[config.mk]
export PLATFORM = sky130hd
export DESIGN_NAME = csrl_front
export DESIGN_NICKNAME = d
export VERILOG_FILES = /design/src/hw/rtl/csrl_pkg.sv /design/src/hw/rtl/csrl_front.sv
export SDC_FILE = /design/constraint.sdc
export NUM_CORES = 2
export LEC_CHECK = 0
export ABC_AREA = 1
export BUFFER_PORTS_ARGS = -buffer_cell sky130_fd_sc_hd__buf_2
export CAP_MARGIN = 20
export CORE_ASPECT_RATIO = 1.25
export CORE_MARGIN = 2
export CORE_UTILIZATION = 60
export DETAILED_ROUTE_END_ITERATION = 12
export GPL_TIMING_DRIVEN = 1
export HOLD_SLACK_MARGIN = 0.05
export PLACE_DENSITY_LB_ADDON = 0.3
export SLEW_MARGIN = 20
export SYNTH_ARGS = -nofsm -noshare
export SYNTH_HDL_FRONTEND = slang
export SYNTH_SLANG_ARGS = --single-unit
[constraint.sdc]
create_clock -name clk -period 17.3 [get_ports clk]
set_clock_uncertainty 0.05 [all_clocks]
set_input_delay 0.865 -clock clk [delete_from_list [all_inputs] [get_ports clk]]
set_output_delay 0.865 -clock clk [all_outputs]
set_load 0.1 [all_outputs]
[src/hw/rtl/csrl_pkg.sv]
// shared types, constants and a function for the client session rate limiter
package csrl_pkg;

  localparam int SESSIONS_DEF = 16;
  localparam logic [31:0] TIMEOUT_RESET = 32'd1800;
  localparam int KB_SHIFT = 10;

  typedef enum logic [1:0] {
    REG_TIMEOUT = 2'd0,
    REG_KBYTE_LIMIT = 2'd1,
    REG_HIT_LIMIT = 2'd2
  } reg_index_t;

  typedef enum logic [1:0] {
    ST_EXISTING = 2'd0,
    ST_CLAIMED = 2'd1,
    ST_NO_FREE = 2'd2
  } status_code_t;

  typedef struct packed {
    logic [63:0] client_addr;
    logic [31:0] now_seconds;
    logic [39:0] file_size;
    logic [30:0] new_id;
  } req_t;

  typedef struct packed {
    logic [1:0] status;
    logic [30:0] public_id;
    logic throttled;
    logic [31:0] delay_seconds;
  } rsp_t;

  typedef struct packed {
    logic [31:0] timeout_seconds;
    logic [31:0] kbyte_limit;
    logic [31:0] hit_limit;
  } cfg_t;

  // classified request handed from front to back
  typedef struct packed {
    logic found;
    logic claimed;
    logic [31:0] kbytes;
    logic [31:0] hits;
    logic [30:0] id;
  } job_t;

  typedef enum logic [2:0] {
    F_IDLE,
    F_LIVE,
    F_FREE,
    F_UPDATE
  } front_state_t;

  typedef enum logic [1:0] {
    B_IDLE,
    B_DIV,
    B_DONE
  } back_state_t;

  function automatic logic [31:0] sat_add32(input logic [31:0] a, input logic [32:0] b);
    logic [33:0] s;
    s = {2'b00, a} + {1'b0, b};
    return (s[33:32] != 2'b00) ? 32'hFFFF_FFFF : s[31:0];
  endfunction

endpackage

[src/hw/rtl/csrl_front.sv]
// front end: table scan for a live or free entry and counter update
module csrl_front #(
  parameter int SESSIONS = csrl_pkg::SESSIONS_DEF
) (
  input  logic clk,
  input  logic rst,
  input  logic push,
  output logic full,
  input  csrl_pkg::req_t req,
  input  csrl_pkg::cfg_t cfg,
  output logic job_valid,
  input  logic job_ready,
  output csrl_pkg::job_t job
);
  import csrl_pkg::*;

  localparam int IW = (SESSIONS > 1) ? $clog2(SESSIONS) : 1;
  localparam logic [IW:0] LAST = (IW+1)'(SESSIONS - 1);

  front_state_t state, state_next;
  req_t r;
  logic [IW:0] idx;
  logic [IW-1:0] sel;
  logic sel_claim;
  logic [63:0] e_key [SESSIONS];
  logic [31:0] e_time [SESSIONS];
  logic [31:0] e_hits [SESSIONS];
  logic [31:0] e_kb [SESSIONS];
  logic [30:0] e_id [SESSIONS];
  logic [31:0] age;
  logic [IW-1:0] ia;
  logic [31:0] nh, nk;

  assign ia = idx[IW-1:0];
  assign age = r.now_seconds - e_time[ia];
  assign nh = sat_add32(sel_claim ? 32'd0 : e_hits[sel], 33'd1);
  assign nk = sat_add32(sel_claim ? 32'd0 : e_kb[sel], {3'd0, r.file_size[39:KB_SHIFT]});

  always_comb begin
    state_next = state;
    unique case (state)
      F_IDLE: if (push) state_next = F_LIVE;
      F_LIVE: begin
        if (e_key[ia] == r.client_addr && age < cfg.timeout_seconds) state_next = F_UPDATE;
        else if (idx == LAST) state_next = F_FREE;
      end
      F_FREE: begin
        if (age > cfg.timeout_seconds) state_next = F_UPDATE;
        else if (idx == LAST && job_ready) state_next = F_IDLE;
      end
      F_UPDATE: if (job_ready) state_next = F_IDLE;
      default: state_next = F_IDLE;
    endcase
  end

  always_comb begin
    full = (state != F_IDLE);
    job_valid = 1'b0;
    job = '0;
    if (state == F_UPDATE) begin
      job_valid = 1'b1;
      job.found = 1'b1;
      job.claimed = sel_claim;
      job.hits = nh;
      job.kbytes = nk;
      job.id = sel_claim ? r.new_id : e_id[sel];
    end else if (state == F_FREE && idx == LAST && !(age > cfg.timeout_seconds)) begin
      job_valid = 1'b1;
    end
  end

  always_ff @(posedge clk) begin
    if (rst) begin
      state <= F_IDLE;
      idx <= '0;
    end else begin
      state <= state_next;
      if (state == F_IDLE) begin
        idx <= '0;
      end else if (state == F_LIVE) begin
        if (state_next == F_LIVE) idx <= idx + 1'b1;
        else if (state_next == F_FREE) idx <= '0;
      end else if (state == F_FREE && state_next == F_FREE && idx != LAST) begin
        idx <= idx + 1'b1;
      end
    end
    if (state == F_IDLE && push) r <= req;
    if ((state == F_LIVE || state == F_FREE) && state_next == F_UPDATE) begin
      sel <= ia;
      sel_claim <= (state == F_FREE);
    end
  end

  always_ff @(posedge clk) begin
    for (int k = 0; k < SESSIONS; k++) begin
      if (rst) begin
        e_key[k] <= '0;
        e_time[k] <= '0;
        e_hits[k] <= '0;
        e_kb[k] <= '0;
        e_id[k] <= '0;
      end else if (state == F_UPDATE && job_ready && sel == IW'(k)) begin
        e_key[k] <= r.client_addr;
        e_time[k] <= r.now_seconds;
        e_hits[k] <= nh;
        e_kb[k] <= nk;
        e_id[k] <= job.id;
      end
    end
  end

  a_full_busy: assert property (@(posedge clk) disable iff (rst)
    (state == F_IDLE && push) |=> full) else $error("front took no item");
  a_idx_range: assert property (@(posedge clk) disable iff (rst)
    idx <= LAST) else $error("scan index out of range");
  a_job_hold: assert property (@(posedge clk) disable iff (rst)
    (job_valid && !job_ready && state == F_UPDATE) |=> job_valid)
    else $error("job dropped");
endmodule

# Yosys cells after proc, flatten, opt, wreduce, memory -nomap -nowiden

Memories as Yosys holds them, arrays and structs flattened. A register that Yosys moved wholly into a read port is not among the register bits.
Cells that the tools add are included.
W data, S select, Z words.

Logic and storage cells: 315
Memories: 5
Memory bits (writable): 3056
Register bits after elaboration: 180

Memory list:

| memory | depth | bits a word | rd ports | clocked after Yosys merged registers in | wr ports | line             | RTL |
|---|---|---|---|---|---|---|---|
| e_key  | 16    | 64          | 1        | 1                                       | 16       | csrl_front.sv:25 | `logic [63:0] e_key [SESSIONS];` |
| e_hits | 16    | 32          | 1        | 1                                       | 16       | csrl_front.sv:27 | `logic [31:0] e_hits [SESSIONS];` |
| e_kb   | 16    | 32          | 1        | 1                                       | 16       | csrl_front.sv:28 | `logic [31:0] e_kb [SESSIONS];` |
| e_time | 16    | 32          | 1        | 1                                       | 16       | csrl_front.sv:26 | `logic [31:0] e_time [SESSIONS];` |
| e_id   | 16    | 31          | 1        | 1                                       | 16       | csrl_front.sv:29 | `logic [30:0] e_id [SESSIONS];` |

Equal/unequal tests: 25
$lt $le $gt $ge: 2
Bitwise gates (word level): 80
Reduce and logical (&&, ||, !) cells: 35
Muxes and demuxes: 156
Add/subtract/negate cells: 4

Operators with widths:

| kind                    | count |
|---|---|
| $mux W32                | 52 |
| $mux W64                | 16 |
| $mux W31                | 17 |
| $mux W97                | 1 |
| $or A1 B1 Y1            | 80 |
| $eq A64 B64 Y1          | 1 |
| $mux W1                 | 52 |
| $add A32 B1 Y33 const B | 1 |
| $add A32 B30 Y33        | 1 |
| $eq A4 B4 Y1 const B    | 8 |
| $gt A32 B32 Y1          | 1 |
| $lt A32 B32 Y1          | 1 |
| $sub A32 B32 Y32        | 1 |
| $mux W4                 | 7 |
| $logic_and A1 B1 Y1     | 25 |
| $mux W5                 | 4 |
| $mux W3                 | 6 |
| $eq A4 B3 Y1 const B    | 4 |
| $eq A3 B2 Y1 const B    | 4 |
| $pmux W3 S4             | 1 |
| $eq A4 B2 Y1 const B    | 2 |
| $eq A3 B1 Y1 const B    | 2 |
| $reduce_bool A2 Y1      | 3 |
| $add A5 B1 Y5 const B   | 1 |
| 11 further kinds        | 11 |

# Depth between registers and ports, before layout

Word-level depth: 12
Mapped depth: 46
Depth with buffers taken out: 39

# Worst setup path before layout

No wires, ideal clock.

Kind: register to register
Start point: reg state[1]
End point: mem e_hits[5][0], enable pin
Setup time: 1.006 ns
Slack: 1.395 ns
Data arrival time: 14.849 ns
Cell stages (with the launch flop): 9
Cell sequence: dfxtp_1 inv_2 or2_2 clkbuf_1 nor2_2 nand2_1 nor3_1 inv_1 o21ai_0

RTL lines:

| element                | line             | RTL |
|---|---|---|
| start, declared        | csrl_front.sv:20 | `front_state_t state, state_next;` |
| start signal, assigned | csrl_front.sv:77 | `state <= state_next;` |
| end, declared          | csrl_front.sv:27 |  |

==> impl_summary.md <==
Outcome
The flow ran to the end, and the final reports show no timing, DRC or antenna violations.

Routing
Using the TritonRoute via totals, the vias-per-cell ratio works out to between 6 and 7. The met3 routed wirelength is around 57000 µm. Wire segments on met2 add up to approximately 210000 µm in the final route. The remaining antenna violation count is 0.

For this run, design rule violations remaining after detail routing come to 0. The initial DRC count is 16550. The final route contains 111800 vias. Dividing the detail-routed wire length by the instance count gives roughly 26 µm.

The wire length after detailed routing is 450000 µm. The highest layer touched by signal routing is met5. The length of the first detailed-routing pass in iterations is 6. The met1 wire length is around 150000 µm.

Clock tree
At the later pin of the worst-skew pair, clock insertion delay measures 0.90 ns. In this run the deepest clock path goes through 4 buffers. The clock slew seen by the registers of the worst setup and hold paths is 0.06 ns. In this run the post-CTS setup repair buffer count came out at 0. The total clock sinks is 3234. Clock tree synthesis selected as its root buffer the cell clkbuf_16. Hold repair after CTS inserted 0 buffers. TritonCTS built the clock tree. CTS built an H-tree with a depth of 5. TritonCTS created 322 clock buffers. After clock tree synthesis, the repair step resized 0 gates.

Synthesis
The simple-gate portion of the synthesized area is 0.1790. The Yosys warning count is 0. The register bit total from synthesis is 3234. The multiplexer share of the synthesized area is 0. The number of nets in the synthesized netlist is 14850. The mean area per synthesized cell is 10.20 µm². The post-synthesis instance area is roughly 150000 µm². The combinational family with the most area after synthesis is simple AND/OR/NAND/NOR gates.

The count of unique library cells instantiated by Yosys is 57. In the post-synthesis netlist, the biggest area contributors are edfxtp_1 65%, nor2_1 11%, o21ai_0 4.6%, nand2_1 3.8%, nand3_1 2.2%. Of the total synthesized cell area, the portion taken by XOR and XNOR cells is 0.004208. Synthesis produced a netlist whose cell count is about 14000. The post-synthesis adder-cell area fraction is 0.008484.

The complex-gate fraction of the synthesized area is 0.09541. The biggest area contributor in the post-synthesis netlist is edfxtp_1. The sequential element share of the synthesized area is 0.6561. The share of synthesized area in the top cell type comes to 0.6539.

Finish
The final design instance area without fill is approximately 160000 µm². Compared with the post-synthesis result, the final layout area differs by 8.453%. Leaving out fill and tap cells, the most frequent cells in the layout are 4416 x nor2_1, 3218 x edfxtp_1, 1482 x nand2_1. The most common cell after layout, fill and taps aside is nor2_1. The number of nets in the finished design is 14460. The fraction of final layout cells with drive strength greater than 1 is 0.07515.

Worst hold path
The worst hold path cell count is 1. The worst hold path terminates at r[30]$_DFFE_PP_. The launch instance of the worst min-delay path is req[30].

The min-delay analysis places its worst path in the category in2reg.

Die
The core region is ~240000 µm². The floorplan die area is 250300 µm². During I/O placement, the number of pins put on the boundary was roughly 370. The initialized floorplan defines between 200 and 250 standard-cell rows. The initial core utilization is 0.6035. The floorplan die width is 447.9 µm. The floorplan die height is about 560 µm.

Global route
The via count of the first global-routing pass was 107900. The total overflow left after global routing is 0. The initial antenna violation count came to 10.

Entering global routing, the biggest net connects 268 pins. The global-route wire length before repair is approximately 660000 µm. The overall routing resource usage is 0.3553.

Critical path
The worst setup path is captured at an output pin. STA puts the critical path data arrival time at 10.00 ns. Counting cells, the worst reg-to-reg path comes to 35. The maximum fanout count along the critical path is 144.

The reg-to-reg critical path endpoint is sel[0]$_DFFE_PP_. The worst register-to-register path has a setup slack of 7.62 ns. The startpoint type of the worst setup path is a flop. The worst setup path is of the reg2out kind. The data required time of the critical path is 16.39 ns.

Timing
The hold violation count in the final report is 0. Adding up every negative setup slack in the final design gives 0 ns. The final critical path time including I/O delays and setup is roughly 11 ns.

Setup repair after global routing left no endpoint under its margin. Of the available clock period, the critical path in the final layout requires 0.6312. The total setup violations reported at the end of the flow is 0. The transition time at the pin with the least slew margin is 1.166 ns.

The remaining max-slew budget at the tightest pin is 0.2223. For this run, the top clock speed supported by timing is 91.58 MHz. The final-report max-slew violation count was 0.

Power and ir drop
In this run the static leakage power is between 60 and 70 nW. In this run the power density over the cells is between 100 and 150 nW/µm². The worst-case IR drop observed on VDD is 0.00009376 V.

Placed design
At the end of routability-driven placement, the weighted congestion stood at 0.9123. The number of port buffers is about 290. The HPWL after detailed placement is 208800 µm. The placed instance area is 150200 µm².

Flow run
The tool flagged a number of max-cap violations equal to 0.
## sequential cells by signal (all words and copies together), names as in the netlist, named ones only
name / flops
e_hits: 512
e_id: 496
e_kb: 512
e_key: 1024
e_time: 512
idx: 5
r: 157
sel: 4
sel_claim: 1
state: 3
## metrics by stage
step | cells | utilization | total power [mW] | hold slack (ns) | setup slack, ns
3_3_place_gp | 17050 | 0.6134 | 9.972 | 0.4399 | 7.651
6_report | 17620 | 0.6546 | 16.73 | 0.09429 | 6.380
5_1_grt | 17620 | 0.6546 | 17.11 | 0.09875 | 5.889
3_5_place_dp | 17050 | 0.6134 | 9.998 | 0.4293 | 7.498
2_1_floorplan | 14480 | - | 9.753 | 0.3999 | 1.395
4_1_cts | 17610 | 0.6544 | 16.69 | 0.05965 | 6.544
## final cells by class
class	count	area (µm²)
diodes	4	10.01
multi-input cells	9215	42630
clock inverters	147	1379
flip-flops and latches	3234	96980
inverters	856	3425
clock buffers	417	8657
repair buffers	463	3080
fillers	18410	84580
well taps	3280	4104
## synth_stat cells (all sizes together)
cell type / number
nor2: 4474
edfxtp: 3218
nand2: 1506
o21ai: 1372
clkbuf: 789
inv: 787
nand3: 658
buf: 390
o221ai: 333
o211ai: 276
a21oi: 169
o22ai: 150
ha: 97
clkinv: 69
xor2: 44
nor3: 28
xnor2: 27
dfxtp: 16
or2: 12
nand4: 10
o21a: 10
a31oi: 9
a21boi: 8
nor4: 7
nand3b: 4
o21bai: 4
a21o: 3
nor3b: 3
a211oi: 2
a221oi: 2
fa: 2
and2: 1
and3: 1
conb: 1
o221a: 1
o311ai: 1
## cell families after synthesis
kind of cell / after synthesis
simple gates: 6704
compound gates: 2340
other cells: 1
xor+xnor: 71
fa+ha+maj: 99
flops: 3234
buf+inv: 2035
## per-layer routing
layer	GRT usage	vias to the layer above
met5	0	-
met4	0.2134	4
met3	0.05602	1763
met2	0.5750	8374
met1	0.4546	52990
li1	-	48620
## report_power, final
part           switching [mW]  total (mW)  internal (mW)
registers              0.0838        8.94           8.86
clock network            2.97        6.87           3.90
logic                   0.692       0.916          0.224
total                    3.74        16.7           13.0
## how the worst max path moves through the flow
stage                                 endpoint  cells past startpoint           startpoint
detailed placement                   job_valid                     27                 flop
global placement                     job_valid                     27                 flop
finish                               job_valid                     27                 flop
floorplan           e_hits[5][0]$_SDFFCE_PN0P_                      8  state[1]$_SDFF_PP0_
CTS                                  job_valid                     27                 flop
global route                         job_valid                     31                 flop
## critical path: stages (launching register included)
cell      delay (ns)
dfxtp_4         0.82
buf_4           0.85
inv_8           0.48
o21ai_0         0.32
o221ai_1        0.14
o211ai_1        0.16
nand2_1         0.07
inv_1           0.16
ha_1            0.31
a21oi_1         0.16
nand2_1         0.10
a21oi_1         0.23
o21ai_0         0.12
a21oi_1         0.20
o21ai_0         0.28
a21boi_0        0.70
o21ai_0         0.30
a21boi_0        0.42
o21ai_0         0.16
xor2_1          0.16
ha_1            0.31
nand2_1         0.09
nor4_1          0.68
nand4_1         0.64
nand2_1         0.22
nand3_1         0.10
nand2_1         0.34
buf_2           0.51
Note: power is estimated with default switching activity, not from simulation.
