==> config.mk <==
export PLATFORM = sky130hd
export DESIGN_NAME = csrl_back
export DESIGN_NICKNAME = d
export VERILOG_FILES = /design/src/hw/rtl/csrl_pkg.sv /design/src/hw/rtl/csrl_back.sv
export SDC_FILE = /design/constraint.sdc
export NUM_CORES = 1
export LEC_CHECK = 0
export BUFFER_PORTS_ARGS = -buffer_cell sky130_fd_sc_hd__buf_2
export CORE_MARGIN = 4
export CORE_UTILIZATION = 30
export CTS_BUF_LIST = sky130_fd_sc_hd__clkbuf_2 sky130_fd_sc_hd__clkbuf_4 sky130_fd_sc_hd__clkbuf_8
export CTS_CLUSTER_SIZE = 30
export DETAILED_ROUTE_END_ITERATION = 6
export GPL_TIMING_DRIVEN = 0
export PLACE_DENSITY = 0.55
export RECOVER_POWER = 50
export SETUP_SLACK_MARGIN = 0.5
export SKIP_LAST_GASP = 1
export SLEW_MARGIN = 5
export SYNTH_ARGS = -nofsm -noshare
export SYNTH_HDL_FRONTEND = slang
export SYNTH_SLANG_ARGS = --single-unit
export TNS_END_PERCENT = 100
==> constraint.sdc <==
create_clock -name clk -period 11 [get_ports clk]
set_input_delay 0.55 -clock clk [delete_from_list [all_inputs] [get_ports clk]]
set_output_delay 0.55 -clock clk [all_outputs]
set_load 0.01 [all_outputs]
==> src/hw/rtl/csrl_pkg.sv <==
// shared types, constants and a function for the client session rate limiter
package csrl_pkg;

  localparam int SESSIONS_DEF = 16;
  localparam logic [31:0] TIMEOUT_RESET = 32'd1800;
  localparam int KB_SHIFT = 10;

  typedef enum logic [1:0] {
    REG_TIMEOUT = 2'd0,
    REG_KBYTE_LIMIT = 2'd1,
    REG_HIT_LIMIT = 2'd2
  } reg_index_t;

  typedef enum logic [1:0] {
    ST_EXISTING = 2'd0,
    ST_CLAIMED = 2'd1,
    ST_NO_FREE = 2'd2
  } status_code_t;

  typedef struct packed {
    logic [63:0] client_addr;
    logic [31:0] now_seconds;
    logic [39:0] file_size;
    logic [30:0] new_id;
  } req_t;

  typedef struct packed {
    logic [1:0] status;
    logic [30:0] public_id;
    logic throttled;
    logic [31:0] delay_seconds;
  } rsp_t;

  typedef struct packed {
    logic [31:0] timeout_seconds;
    logic [31:0] kbyte_limit;
    logic [31:0] hit_limit;
  } cfg_t;

  // classified request handed from front to back
  typedef struct packed {
    logic found;
    logic claimed;
    logic [31:0] kbytes;
    logic [31:0] hits;
    logic [30:0] id;
  } job_t;

  typedef enum logic [2:0] {
    F_IDLE,
    F_LIVE,
    F_FREE,
    F_UPDATE
  } front_state_t;

  typedef enum logic [1:0] {
    B_IDLE,
    B_DIV,
    B_DONE
  } back_state_t;

  function automatic logic [31:0] sat_add32(input logic [31:0] a, input logic [32:0] b);
    logic [33:0] s;
    s = {2'b00, a} + {1'b0, b};
    return (s[33:32] != 2'b00) ? 32'hFFFF_FFFF : s[31:0];
  endfunction

endpackage

==> src/hw/rtl/csrl_back.sv <==
// back end: limit compare, two serial divisions and result register
module csrl_back (
  input  logic clk,
  input  logic rst,
  input  logic job_valid,
  output logic job_ready,
  input  csrl_pkg::job_t job,
  input  csrl_pkg::cfg_t cfg,
  output logic empty,
  input  logic pop,
  output csrl_pkg::rsp_t rsp
);
  import csrl_pkg::*;

  back_state_t state, state_next;
  job_t j;
  logic [5:0] cnt;
  logic [31:0] qk, qh;
  logic [32:0] rk, rh;
  logic [32:0] tk, th;
  logic thr;

  assign tk = {rk[31:0], qk[31]};
  assign th = {rh[31:0], qh[31]};
  assign thr = (cfg.kbyte_limit != 0 && j.kbytes > cfg.kbyte_limit) ||
               (cfg.hit_limit != 0 && j.hits > cfg.hit_limit);

  always_comb begin
    state_next = state;
    unique case (state)
      B_IDLE: if (job_valid) state_next = job.found ? B_DIV : B_DONE;
      B_DIV: if (cnt == 6'd31) state_next = B_DONE;
      B_DONE: if (pop) state_next = B_IDLE;
      default: state_next = B_IDLE;
    endcase
  end

  always_comb begin
    job_ready = (state == B_IDLE);
    empty = (state != B_DONE);
    rsp = '0;
    if (j.found) begin
      rsp.status = j.claimed ? ST_CLAIMED : ST_EXISTING;
      rsp.public_id = j.id;
      rsp.throttled = thr;
      if (thr) begin
        rsp.delay_seconds = (cfg.kbyte_limit != 0 ? qk : 32'd0) >
                            (cfg.hit_limit != 0 ? qh : 32'd0)
                            ? (cfg.kbyte_limit != 0 ? qk : 32'd0)
                            : (cfg.hit_limit != 0 ? qh : 32'd0);
      end
    end else begin
      rsp.status = ST_NO_FREE;
    end
  end

  always_ff @(posedge clk) begin
    if (rst) begin
      state <= B_IDLE;
      cnt <= '0;
    end else begin
      state <= state_next;
      cnt <= (state == B_DIV && state_next == B_DIV) ? cnt + 6'd1 : 6'd0;
    end
    if (state == B_IDLE && job_valid) begin
      j <= job;
      qk <= job.kbytes;
      qh <= job.hits;
      rk <= '0;
      rh <= '0;
    end else if (state == B_DIV) begin
      if (tk >= {1'b0, cfg.kbyte_limit}) begin
        rk <= tk - {1'b0, cfg.kbyte_limit};
        qk <= {qk[30:0], 1'b1};
      end else begin
        rk <= tk;
        qk <= {qk[30:0], 1'b0};
      end
      if (th >= {1'b0, cfg.hit_limit}) begin
        rh <= th - {1'b0, cfg.hit_limit};
        qh <= {qh[30:0], 1'b1};
      end else begin
        rh <= th;
        qh <= {qh[30:0], 1'b0};
      end
    end
  end

  a_cnt_idle: assert property (@(posedge clk) disable iff (rst)
    (state != B_DIV) |-> (cnt == 6'd0)) else $error("divider count stale");
  a_ready_empty: assert property (@(posedge clk) disable iff (rst)
    !(job_ready && !empty)) else $error("back busy and idle");
  a_div_len: assert property (@(posedge clk) disable iff (rst)
    (state == B_DIV && cnt == 6'd31) |=> (state == B_DONE)) else $error("divider overran");
endmodule

-- Yosys cells after proc, flatten, opt, wreduce, memory -nomap -nowiden
Cells that the tools add are included.
W data, S select, Z words.
- register bits after elaboration: 233
- add/subtract/negate cells: 3
- $lt $le $gt $ge: 5
- eq/ne operators: 5
- multiplexer cells: 20
- bitwise gates (word level): 1
- reductions and logical operators: 10
- operators by type and width (cell ; number):
    $mux W32 ; 10
    $gt A32 B32 Y1 ; 3
    $ge A33 B32 Y1 ; 2
    $mux W64 ; 1
    $reduce_bool A32 Y1 ; 2
    $sub A32 B32 Y32 ; 2
    $mux W2 ; 5
    $add A6 B1 Y6 const B ; 1
    $eq A6 B5 Y1 const B ; 1
    $pmux W2 S3 ; 1
    $eq A2 B1 Y1 const B ; 2
    $logic_and A1 B1 Y1 ; 4
    $mux W1 ; 3
    $eq A2 B2 Y1 const B ; 1
    $logic_not A2 Y1 ; 1
    $ne A2 B2 Y1 const B ; 1
    $reduce_bool A2 Y1 ; 1
    $reduce_or A2 Y1 ; 1
    $logic_or A1 B1 Y1 ; 1
    $not A1 Y1 ; 1

-- Depth between registers and ports, before layout
Gate-level depths: netlist of run 1.
- word-level depth: 7
- mapped depth: 18

-- Least setup slack after synthesis of run 1
Ideal clock, no wire load.
- path type: reg2reg
- start point: register state[1]
- end point: register j[0] (netlist name) (enable)
- setup time: 0.499 ns
- arrival time: 3.824 ns
- path slack: 6.677 ns
- stages on the path, launching flop included: 6
- path buffers: 2
- period minus slack after synthesis: 4.323 ns
- cells stage by stage: dfxtp_1 > nor2_1 > nand2_1 > inv_1 > clkbuf_1 > clkbuf_1
- cells in the longest elaborated chain, start to end: 2
- RTL lines (element ; line ; RTL):
    from (decl) ; csrl_back.sv:15 ; back_state_t state, state_next;
    from (signal assigned) ; csrl_back.sv:62 ; state <= state_next;
    $logic_not A2 Y1 ; n/a ;
    named net job_ready ; csrl_back.sv:6 ; output logic job_ready,
    $logic_and A1 B1 Y1 ; csrl_back.sv:65 ; if (state == B_IDLE && job_valid) begin
    to (signal assigned) ; csrl_back.sv:66 ; j <= job;
    to (decl) ; csrl_back.sv:16 ; job_t j;
The timed path passes the listed nets, and every way through them passes these cells.
A chain may end at the register's enable or synchronous reset.

==> results.tsv, run 1 <==
stage	metric	value	unit
sta	endpoints failing setup	0	
detailed_routing	Post-route DRC	0	
cells_and_area	diodes inserted	0	
logic_synthesis	Avg Cell Area, Syn	8.816	um2
place	Final GP Congestion	0.9161	
setup_path	crit start category	primary input	
sta	Setup Skew	16.55	ps
sta	min Tclk post-route	5819	ps
cells_and_area	Non-Filler Instances	2776	
global_route	pin count of the biggest net entering global routing	66	
detailed_routing	Routed WL per cell	20.09	um
detailed_routing	drt total wl	55.76	mm
sta	period utilization	0.5290	
detailed_routing	remaining antenna violation count	0	
clock_network	setup bufs post-CTS	0	
cells_and_area	design area	18580	um2
global_route	initial antenna violation count	0	
setup_path	Setup crit start	cfg[57]	
setup_path	Critical Path Sink Type	output port	
setup_path	CP Cell Sequence	buf_2 -> nor4_1 -> nand4_1 -> or2_2 -> clkbuf_1 -> and2_1 -> ha_1 -> nand4_1 -> nor4_1 -> o21ai_0 -> a22oi_1 -> clkbuf_1 -> buf_2 -> nand2_1 -> a21oi_1 -> buf_2	
logic_synthesis	FF+latch count, synth	233	
sta	Max Fclk	171.8	MHz
die	chip height	236.8	um
global_route	Global Route Usage Sum	0.1891	
cells_and_area	Fillers	5366	
place	area of placed instances	17750	um2
pwr	P_leak	8.249	nW
detailed_routing	vias per cell	5.207	
die	Core ar.	51610	um2
global_route	vias in the first global route	14330	
sta	RSZ-0062 raised after global routing	no	
min_path	type of the worst min-delay path	primary input to flip-flop	
place	dpl cells	2694	
detailed_routing	drt pass-1 iters	5	
clock_network	Reg clk slew, reported paths	60	ps
logic_synthesis	Syn Nets	2141	
pwr	worst vdd ir	0.0001195	V
cells_and_area	most frequent cells in the layout	345 x nand2_1, 171 x buf_2, 161 x ha_1, 161 x edfxtp_1, 145 x a21oi_1	
clock_network	# resized after CTS	0	
sta	final hold vios	0	
logic_synthesis	Post-synth ARST share	0	
detailed_routing	Vias	14460	
outcome	status	finished, violations left	
outcome	failing checks	max-capacitance violations, max-slew violations	
setup_path	Top cell by count, worst path	buf_2	
setup_path	slowest stage delay, CP	610	ps
cells_and_area	Layout area overhead	18.30	%
die	I/O pins	265	
logic_synthesis	ys flop type	edfxtp_1	
global_route	global-route wire length before repair	83.16	mm
pwr	Power Density	138.7	nW/um2
sta	Final WS setup	5181	ps
setup_path	RR Startpoint	state[0]	
die	row cnt	83	
setup_path	Critical Path AT	5270	ps
clock_network	worst-case clock buffer depth	3	
die	die area	56060	um2
clock_network	H-tree depth	2	
clock_network	clk_lat worst skew	580	ps
die	die width	236.8	um
cells_and_area	commonest non-fill, non-tap cell in the layout	nand2_1	
clock_network	CTS tree	built	
logic_synthesis	Post-Syn Area	15700	um2
setup_path	Crit-path slowest cell	a22oi_1	
min_path	HP Start	rst	
sta	final slew viol count	111	
clock_network	CTS Buf Count	45	
place	DP Worst Slack	5291	ps
sta	worst-margin pin slew	2989	ps
logic_synthesis	Post-Synthesis Cells	1781	
global_route	GRT Residual Overflow	0	
sta	Setup TNS	0	ps
setup_path	maximum fanout along the worst path	10	
place	HPWL after detailed placement	43.92	mm
setup_path	kind of critical path	primary input to output port	
die	Initial Util	0.3042	
clock_network	CTS Root Buffer Type	clkbuf_8	
clock_network	cts hold-fix bufs	0	
sta	max_slew headroom	-1.004	
logic_synthesis	Post-synth EDFFs	161	
detailed_routing	initial drt markers	1015	
logic_synthesis	Synth warnings	0	
logic_synthesis	post-synth cell types	72	
job	max-cap violations	2	
setup_path	CP required	10450	ps
place	IO buf count	232	
logic_synthesis	register area share after synthesis	0.3997	
cells_and_area	share of cells above drive strength 1	0.1441	
cells_and_area	fin nets	2421	
clock_network	# clock sinks	233	
==> worst max-delay path, delay by kind of cell <==
| family | cells | cell delay (ps) |
|---|---|---|
| fa+ha+maj | 1 | 330 |
| simple gates | 7 | 2050 |
| buf+inv | 5 | 1300 |
| compound gates | 3 | 1030 |
==> Yosys cell counts, drive strengths merged, types with 3 or more instances <==
master	n	area (um2)
and4	3	26.28
a21oi	146	734.5
a32oi	14	122.6
o311ai	7	61.31
nand4	44	275.3
nor4	27	183.9
o211ai	7	52.55
ha	161	2014
a211oi	6	50.05
nand2b	11	68.82
o2111ai	3	26.28
xor2	22	192.7
or3	5	36.28
nand3	75	375.4
a211o	3	26.28
a41oi	4	42.55
edfxtp	161	4835
a21boi	3	22.52
o21bai	10	75.07
or2	34	212.7
o21a	13	97.59
nor2	74	277.8
and2	64	400.4
a22o	5	43.79
clkbuf	63	237.7
o21ai	80	411.7
o22ai	3	18.77
dfxtp	72	1441
nor3	15	75.07
nand3b	4	30.03
nand2	345	1295
nor2b	16	100.1
a21o	63	473.0
inv	94	352.8
buf	27	161.4
xnor2	29	254.0
o31ai	10	75.07
o31a	3	26.28
a31oi	14	93.84
nor3b	3	22.52
mux2i	13	130.1
==> per-layer routing <==
layer / track usage / share of wire / up-vias
met3: 0.03447 / 0.064 / 137
li1: - / - / 6957
met2: 0.3062 / 0.45 / 542
met4: 0.08351 / 0.047 / 0
met1: 0.2472 / 0.44 / 6820
met5: 0 / 0 / -
==> area by class of cell <==
class,count,area (um2),area share
well taps,680,850.8,0.04580
plain buffers,90,399.1,0.02149
repair buffers,233,1094,0.05887
flip-flops and latches,233,6276,0.3379
inverters,94,354.1,0.01906
multi-input cells,1364,8673,0.4669
clock inverters,23,160.2,0.008622
clock buffers,59,768.2,0.04136
==> state kept, by name, summed over array words and instances, names as in the netlist <==
name	count
rk	32
j	97
qh	32
qk	32
rh	32
cnt	6
state	2
==> where the power goes <==
group | internal, mW | switching, mW
sequential | 1.03 | 0.0366
combinational | 0.213 | 0.384
clock | 0.503 | 0.408
==> worst paths after layout <==
check	endpoint	slack [ps]	depth (start not counted)
setup / recovery	rsp[29]	5180	16
hold reg to reg	cnt[0]	460	1
hold / removal	state[1]	140	2
setup reg to reg	qh[17]	5810	5
==> cells by family (layout without fill, tap and decap cells) <==
logic type / count (synthesis) / in the layout / share of synthesized area
and+or+nand+nor: 728 / 728 / 0.2199
AOI/OAI and AO/OA: 409 / 409 / 0.1650
DFF: 233 / 233 / 0.3997
buffers and inverters: 184 / 499 / 0.04789
adders and majority gates: 163 / 163 / 0.1308
xor gates and xnor gates: 51 / 51 / 0.02845
muxes: 13 / 13 / 0.008287
==> per-stage QoR <==
step	utilization	hold slack, ps	total power, mW
floorplan	-	417.6	1.439
global placement	0.3432	430.4	1.672
detailed placement	0.3438	443.2	1.679
CTS	0.3618	94.31	2.600
global route	0.3599	111.4	2.713
finish	0.3599	142.3	2.576
Note: power is estimated with default switching activity, not from simulation.
==> run 2: changes to the inputs <==
--- a/config.mk
+++ b/config.mk
@@ -12,7 +12,7 @@
 export CTS_CLUSTER_SIZE = 30
 export DETAILED_ROUTE_END_ITERATION = 6
 export GPL_TIMING_DRIVEN = 0
-export PLACE_DENSITY = 0.55
+export PLACE_DENSITY = 0.57
 export RECOVER_POWER = 50
 export SETUP_SLACK_MARGIN = 0.5
 export SKIP_LAST_GASP = 1
==> constraint.sdc (replaced) <==
create_clock -name clk -period 5.1 [get_ports clk]
set_input_delay 0.255 -clock clk [delete_from_list [all_inputs] [get_ports clk]]
set_output_delay 0.255 -clock clk [all_outputs]
set_load 0.01 [all_outputs]
==> run 2 against run 1 <==
Net effect:
- the run still ends with max-capacitance violations, max-slew violations left
- core utilization increased by 2.1 points
- combinational power increased by 130%
- setup slack got worse by 4500 ps
- sequential share of layout area decreased by 1.9 points
- clock skew rose by 9.9 ps
- die area unchanged
- non-clock buffer count rose by 101
- cell area up 5.9%
- worst hold slack lost 81 ps
==> results.tsv, run 2 (synthesis results as in run 1) <==
stage	metric	value	unit
cells_and_area	commonest non-fill, non-tap cell in the layout	nand2_1	
cells_and_area	register area	6276	um2
pwr	Flop pwr share	0.410	
detailed_routing	WL met3	3.110	mm
pwr	Power Density	285.2	nW/um2
setup_path	slowest stage delay, CP	610	ps
die	chip height	236.8	um
die	die area	56060	um2
sta	worst-margin pin slew	2573	ps
place	DP Worst Slack	-3.034	ps
global_route	vias in the first global route	14800	
clock_network	H-tree depth	2	
pwr	P_leak	8.697	nW
clock_network	CTS Buf Count	45	
detailed_routing	Vias	14850	
pwr	worst vdd ir	0.0002707	V
cells_and_area	Fillers	5304	
detailed_routing	metal2 WL	26.35	mm
sta	max_slew headroom	-0.7154	
die	Core ar.	51610	um2
setup_path	crit start category	flip-flop	
setup_path	CP required	4850	ps
global_route	global-route wire length before repair	85.44	mm
sta	Setup Skew	26.47	ps
detailed_routing	vias per cell	5.158	
place	IO buf count	232	
detailed_routing	uppermost layer routed	met4	
setup_path	Critical Path AT	4200	ps
sta	Max Fclk	224.6	MHz
setup_path	Crit-path slowest cell	clkbuf_1	
cells_and_area	Layout area overhead	25.24	%
detailed_routing	drt pass-1 iters	5	
place	HPWL after detailed placement	44.24	mm
sta	Final WS setup	646.8	ps
detailed_routing	DRT met1 WL	25.28	mm
detailed_routing	initial drt markers	960	
cells_and_area	share of cells above drive strength 1	0.1496	
job	max-cap violations	1	
sta	min Tclk post-route	4453	ps
pwr	total power	5.608	mW
cells_and_area	multi-input combinational cell area	8748	um2
global_route	pin count of the biggest net entering global routing	66	
die	Initial Util	0.3042	
setup_path	CP Cell Sequence	ha_1 -> a21o_1 -> a21o_1 -> a21oi_1 -> o21a_1 -> o221ai_1 -> a221oi_1 -> a211oi_1 -> a31oi_2 -> clkbuf_1 -> a21oi_1 -> buf_2	
setup_path	end of the worst register-to-register path	j[50]	
setup_path	maximum fanout along the worst path	10	
outcome	failing checks	max-capacitance violations, max-slew violations	
cells_and_area	diodes inserted	0	
clock_network	CTS Root Buffer Type	clkbuf_8	
setup_path	worst r2r path cells	6	
outcome	status	finished, violations left	
global_route	initial antenna violation count	0	
place	Final GP Congestion	0.9461	
sta	final hold slack	61.76	ps
sta	final hold vios	0	
clock_network	# clock sinks	233	
global_route	Global Route Usage Sum	0.1940	
clock_network	Reg clk slew, reported paths	60	ps
setup_path	R2R setup slack	970	ps
clock_network	worst-case clock buffer depth	3	
min_path	Worst Hold Depth	6	
clock_network	clk_lat worst skew	620	ps
cells_and_area	most frequent cells in the layout	345 x nand2_1, 170 x buf_2, 161 x ha_1, 161 x edfxtp_1	
pwr	sw power	1.809	mW
cells_and_area	design area	19660	um2
min_path	HP Start	pop	
pwr	sw frac	0.3226	
pwr	internal power	3.799	mW
pwr	Clk pwr share	0.342	
min_path	WHS Endpoint	state[1]	
sta	period utilization	0.8732	
detailed_routing	Routed WL per cell	19.72	um
die	I/O pins	265	
global_route	GRT Residual Overflow	0	
pwr	Comb pwr share	0.248	
clock_network	CTS tree	built	
sta	final slew viol count	44	
detailed_routing	drt total wl	56.78	mm
cells_and_area	max reg flops	97	
die	die width	236.8	um
die	row cnt	83	
sta	endpoints failing setup	0	
setup_path	RR Startpoint	state[1]	
cells_and_area	fin nets	2522	
sta	RSZ-0062 raised after global routing	yes	
detailed_routing	Post-route DRC	0	
min_path	type of the worst min-delay path	primary input to flip-flop	
setup_path	kind of critical path	flip-flop to output port	
setup_path	Critical Path Sink Type	output port	
detailed_routing	remaining antenna violation count	0	
cells_and_area	Reg with most FFs	j	
place	area of placed instances	17750	um2
-- run 2: changes by cell type in the layout (fill, tap and decap cells not counted), moves of 2 or more --
cell	before	now
buf_4	5	8
nor4_1	26	23
clkbuf_2	1	5
clkbuf_4	7	12
dlygate4sd3_1	0	98
bufinv_16	2	0
a21oi_1	145	133
nor4_2	0	3
clkbuf_8	52	55
clkinv_2	8	6
clkbuf_1	139	133
a21oi_2	1	13
-- run 2: power groups by stage --
stage          clock network, mW  logic, mW  registers (mW)
2_1_floorplan                  0      0.801            2.30
3_3_place_gp                   0       1.26            2.35
3_5_place_dp                   0       1.29            2.33
4_1_cts                     1.97       1.36            2.30
5_1_grt                     2.06       1.54            2.31
6_report                    1.92       1.39            2.30
-- run 2: per-layer routing --
layer / global-route usage / vias to the layer above
met5: 0 / -
met4: 0.07113 / 0
met3: 0.03051 / 109
met2: 0.3237 / 488
met1: 0.2546 / 7106
li1: - / 7148
-- run 2: area by class of cell --
class	count	share of cell area
clock inverter	19	0.004390
inverter	94	0.01807
multi-input combinational	1364	0.4449
timing repair buffer	334	0.1066
buffer	90	0.02132
clock buffer	65	0.04231
tap	680	0.04327
sequential	233	0.3192
-- run 2: what timing repair did --
action / 4_1_cts / 5_1_grt
hold buffers: 98 / 0
endpoints found under the setup margin: 32 / 32
buffers inserted: 2 / 1
gates resized for setup: 5 / 33
hold endpoints to repair: 160 / 0
pin swaps: 2 / 2
-- run 2: critical path: cells and delay by family (launching register included) --
kind,cells,cell delay [ps]
buf+inv,2,800
compound gates,9,2120
flops,1,370
fa+ha+maj,1,300
-- run 2: metrics by stage --
step	cells	TNS, ps	utilization
after floorplan	1781	0	-
after detailed placement	2694	-3.034	0.3438
after CTS	2878	0	0.3813
after global placement	2693	-114130	0.3432
after global routing	2879	0	0.3810
final	2879	0	0.3810
-- run 2: how the worst max path moves through the flow --
stage          depth (start not counted)  startpoint       to  slack [ps]
6_report                              12       j[40]  rsp[25]         650
5_1_grt                               12       j[32]  rsp[25]         440
2_1_floorplan                          5    state[1]     j[0]         780
4_1_cts                               17     cfg[57]  rsp[17]         500
3_5_place_dp                          16     cfg[57]  rsp[17]          -3
3_3_place_gp                           7    state[1]   qk[22]       -1110
==> run 3: changes to the inputs <==
--- a/config.mk
+++ b/config.mk
@@ -9,9 +9,10 @@
 export CORE_MARGIN = 4
 export CORE_UTILIZATION = 30
 export CTS_BUF_LIST = sky130_fd_sc_hd__clkbuf_2 sky130_fd_sc_hd__clkbuf_4 sky130_fd_sc_hd__clkbuf_8
-export CTS_CLUSTER_SIZE = 30
+export CTS_CLUSTER_SIZE = 16
 export DETAILED_ROUTE_END_ITERATION = 6
 export GPL_TIMING_DRIVEN = 0
+export MAX_ROUTING_LAYER = met4
 export PLACE_DENSITY = 0.57
 export RECOVER_POWER = 50
 export SETUP_SLACK_MARGIN = 0.5
==> run 3 against run 2 <==
Net effect:
- the run still ends with max-capacitance violations, max-slew violations left
- global-route usage is 0.72 points higher
- first-iteration DRC count is 11% higher
- sequential cell count stayed put
- die area stayed put
- non-clock buffer count is 1 higher
- setup slack better by 20 ps
- register-to-register slack better by 250 ps
- core utilization is 0.068 points lower
- clock skew is 12 ps higher
- combinational power hardly changed
- sequential power hardly changed
- power is 0.61% lower
==> results.tsv, run 3 (synthesis results as in run 1) <==
stage	metric	value	unit
setup_path	end of the worst register-to-register path	qh[28]	
pwr	sw power	1.791	mW
setup_path	crit-path leading delay family	simple AND/OR/NAND/NOR gates	
sta	final slew viol count	66	
setup_path	Critical Path AT	4180	ps
outcome	failing checks	max-capacitance violations, max-slew violations	
die	I/O pins	265	
pwr	sw frac	0.3214	
cells_and_area	share of cells above drive strength 1	0.1510	
sta	Setup TNS	0	ps
place	dpl cells	2694	
setup_path	crit start category	primary input	
sta	Max Fclk	225.6	MHz
die	row cnt	83	
sta	max_slew headroom	-0.7667	
pwr	worst vdd ir	0.0002285	V
pwr	P_leak	8.708	nW
setup_path	worst r2r path cells	5	
global_route	vias in the first global route	15040	
global_route	GRT Residual Overflow	0	
outcome	status	finished, violations left	
pwr	Power Density	284.0	nW/um2
detailed_routing	Routed WL per cell	19.98	um
setup_path	RR Startpoint	state[0]	
sta	worst-margin pin slew	2650	ps
global_route	global-route wire length before repair	86.43	mm
sta	endpoints failing setup	0	
detailed_routing	remaining antenna violation count	0	
setup_path	Critical Path Sink Type	output port	
die	die area	56060	um2
cells_and_area	max reg flops	97	
clock_network	# clock sinks	233	
cells_and_area	commonest non-fill, non-tap cell in the layout	nand2_1	
sta	min Tclk post-route	4433	ps
job	max-cap violations	1	
clock_network	CTS Root Buffer Type	clkbuf_8	
detailed_routing	initial drt markers	1065	
min_path	HP Start	pop	
sta	final hold slack	97.14	ps
setup_path	maximum fanout along the worst path	10	
pwr	internal power	3.783	mW
die	Initial Util	0.3042	
cells_and_area	Fillers	5280	
clock_network	H-tree depth	2	
setup_path	CP required	4850	ps
clock_network	Reg clk slew, reported paths	60	ps
die	die width	236.8	um
place	area of placed instances	17750	um2
cells_and_area	Layout area overhead	25.01	%
cells_and_area	diodes inserted	0	
detailed_routing	Vias	15000	
cells_and_area	Reg with most FFs	j	
clock_network	worst-case clock buffer depth	3	
global_route	Global Route Usage Sum	0.2012	
pwr	Flop pwr share	0.413	
detailed_routing	vias per cell	5.224	
min_path	type of the worst min-delay path	primary input to flip-flop	
die	chip height	236.8	um
detailed_routing	drt total wl	57.37	mm
setup_path	WP buf/inv	4	
place	IO buf count	232	
cells_and_area	Non-Filler Instances	2872	
clock_network	CTS Buf Count	43	
setup_path	Crit-path slowest cell	or2_2	
sta	final hold vios	0	
global_route	initial antenna violation count	1	
place	Final GP Congestion	0.9455	
sta	RSZ-0062 raised after global routing	no	
min_path	Worst Hold Depth	6	
sta	Setup Skew	38.22	ps
min_path	WHS Endpoint	state[1]	
detailed_routing	drt pass-1 iters	5	
setup_path	slowest stage delay, CP	400	ps
cells_and_area	design area	19630	um2
setup_path	R2R setup slack	1220	ps
setup_path	CP Cell Sequence	buf_2 -> nor4_1 -> nand4_1 -> or2_2 -> clkbuf_2 -> and2_1 -> ha_1 -> nor2b_1 -> o21a_1 -> o21a_1 -> o21ai_1 -> a211oi_1 -> o21ai_1 -> a22oi_1 -> buf_4 -> or2_2 -> a21oi_1 -> buf_2	
clock_network	clk_lat worst skew	610	ps
detailed_routing	Post-route DRC	0	
global_route	pin count of the biggest net entering global routing	66	
clock_network	CTS tree	built	
cells_and_area	fin nets	2522	
sta	period utilization	0.8693	
pwr	Clk pwr share	0.336	
place	HPWL after detailed placement	44.28	mm
die	Core ar.	51610	um2
cells_and_area	most frequent cells in the layout	345 x nand2_1, 172 x buf_2, 161 x ha_1, 161 x edfxtp_1, 133 x a21oi_1	
setup_path	kind of critical path	primary input to output port	
pwr	Comb pwr share	0.251	
-- run 3: tightest hold or removal path, delay by kind of cell --
kind            cells  cell delay [ps]
simple gates        2              170
buf+inv             2              130
compound gates      2              110
-- run 3: what timing repair did --
action                                 CTS  global route
pin swaps                                2             3
setup buffers                            2             1
cloned                                   0             2
endpoints found under the hold margin  157             0
setup endpoints to repair               32            32
gates resized for setup                  7            37
hold buffers                            98             0
-- run 3: per-layer routing --
metal  GRT usage  vias to the layer above  part of all wire  wire, um
met5           -                        -                 0         0
met4     0.07024                        0             0.040      2282
met3     0.03051                      118             0.057      3279
met2      0.3207                      573              0.46     26250
met1      0.2617                     7153              0.45     25570
li1            -                     7159                 -         -
-- run 3: area by class of cell --
type	count	area, um2	area share
Clock inverter	9	66.31	0.003378
Buffer	90	425.4	0.02167
Timing Repair Buffer	335	2103	0.1072
Multi-Input combinational cell	1365	8765	0.4465
Sequential cell	233	6276	0.3197
Clock buffer	66	789.5	0.04022
Inverter	94	352.8	0.01798
Tap cell	680	850.8	0.04335
-- run 3: worst max path at each step --
stage,cells past startpoint,slack (ps),to,start
after global placement,7,-1130,qk[22],state[1]
after detailed placement,16,-50,rsp[21],cfg[57]
after floorplan,5,780,j[0],state[1]
after global routing,12,480,rsp[10],j[40]
after CTS,19,510,rsp[5],cfg[56]
final,18,670,rsp[10],cfg[33]
-- run 3: power groups by stage --
stage               Clock [mW]  Sequential (mW)  Combinational [mW]
floorplan                    0             2.30               0.801
global placement             0             2.35                1.26
detailed placement           0             2.33                1.29
CTS                       1.91             2.30                1.37
global route              2.00             2.31                1.55
finish                    1.87             2.30                1.40
-- run 3: per-stage QoR --
step	setup slack (ps)	util	power [mW]
global placement	-1130	0.3432	3.608
CTS	505.2	0.3803	5.582
detailed placement	-52.38	0.3438	3.625
floorplan	776.9	-	3.105
global route	482.6	0.3803	5.865
finish	666.7	0.3803	5.574
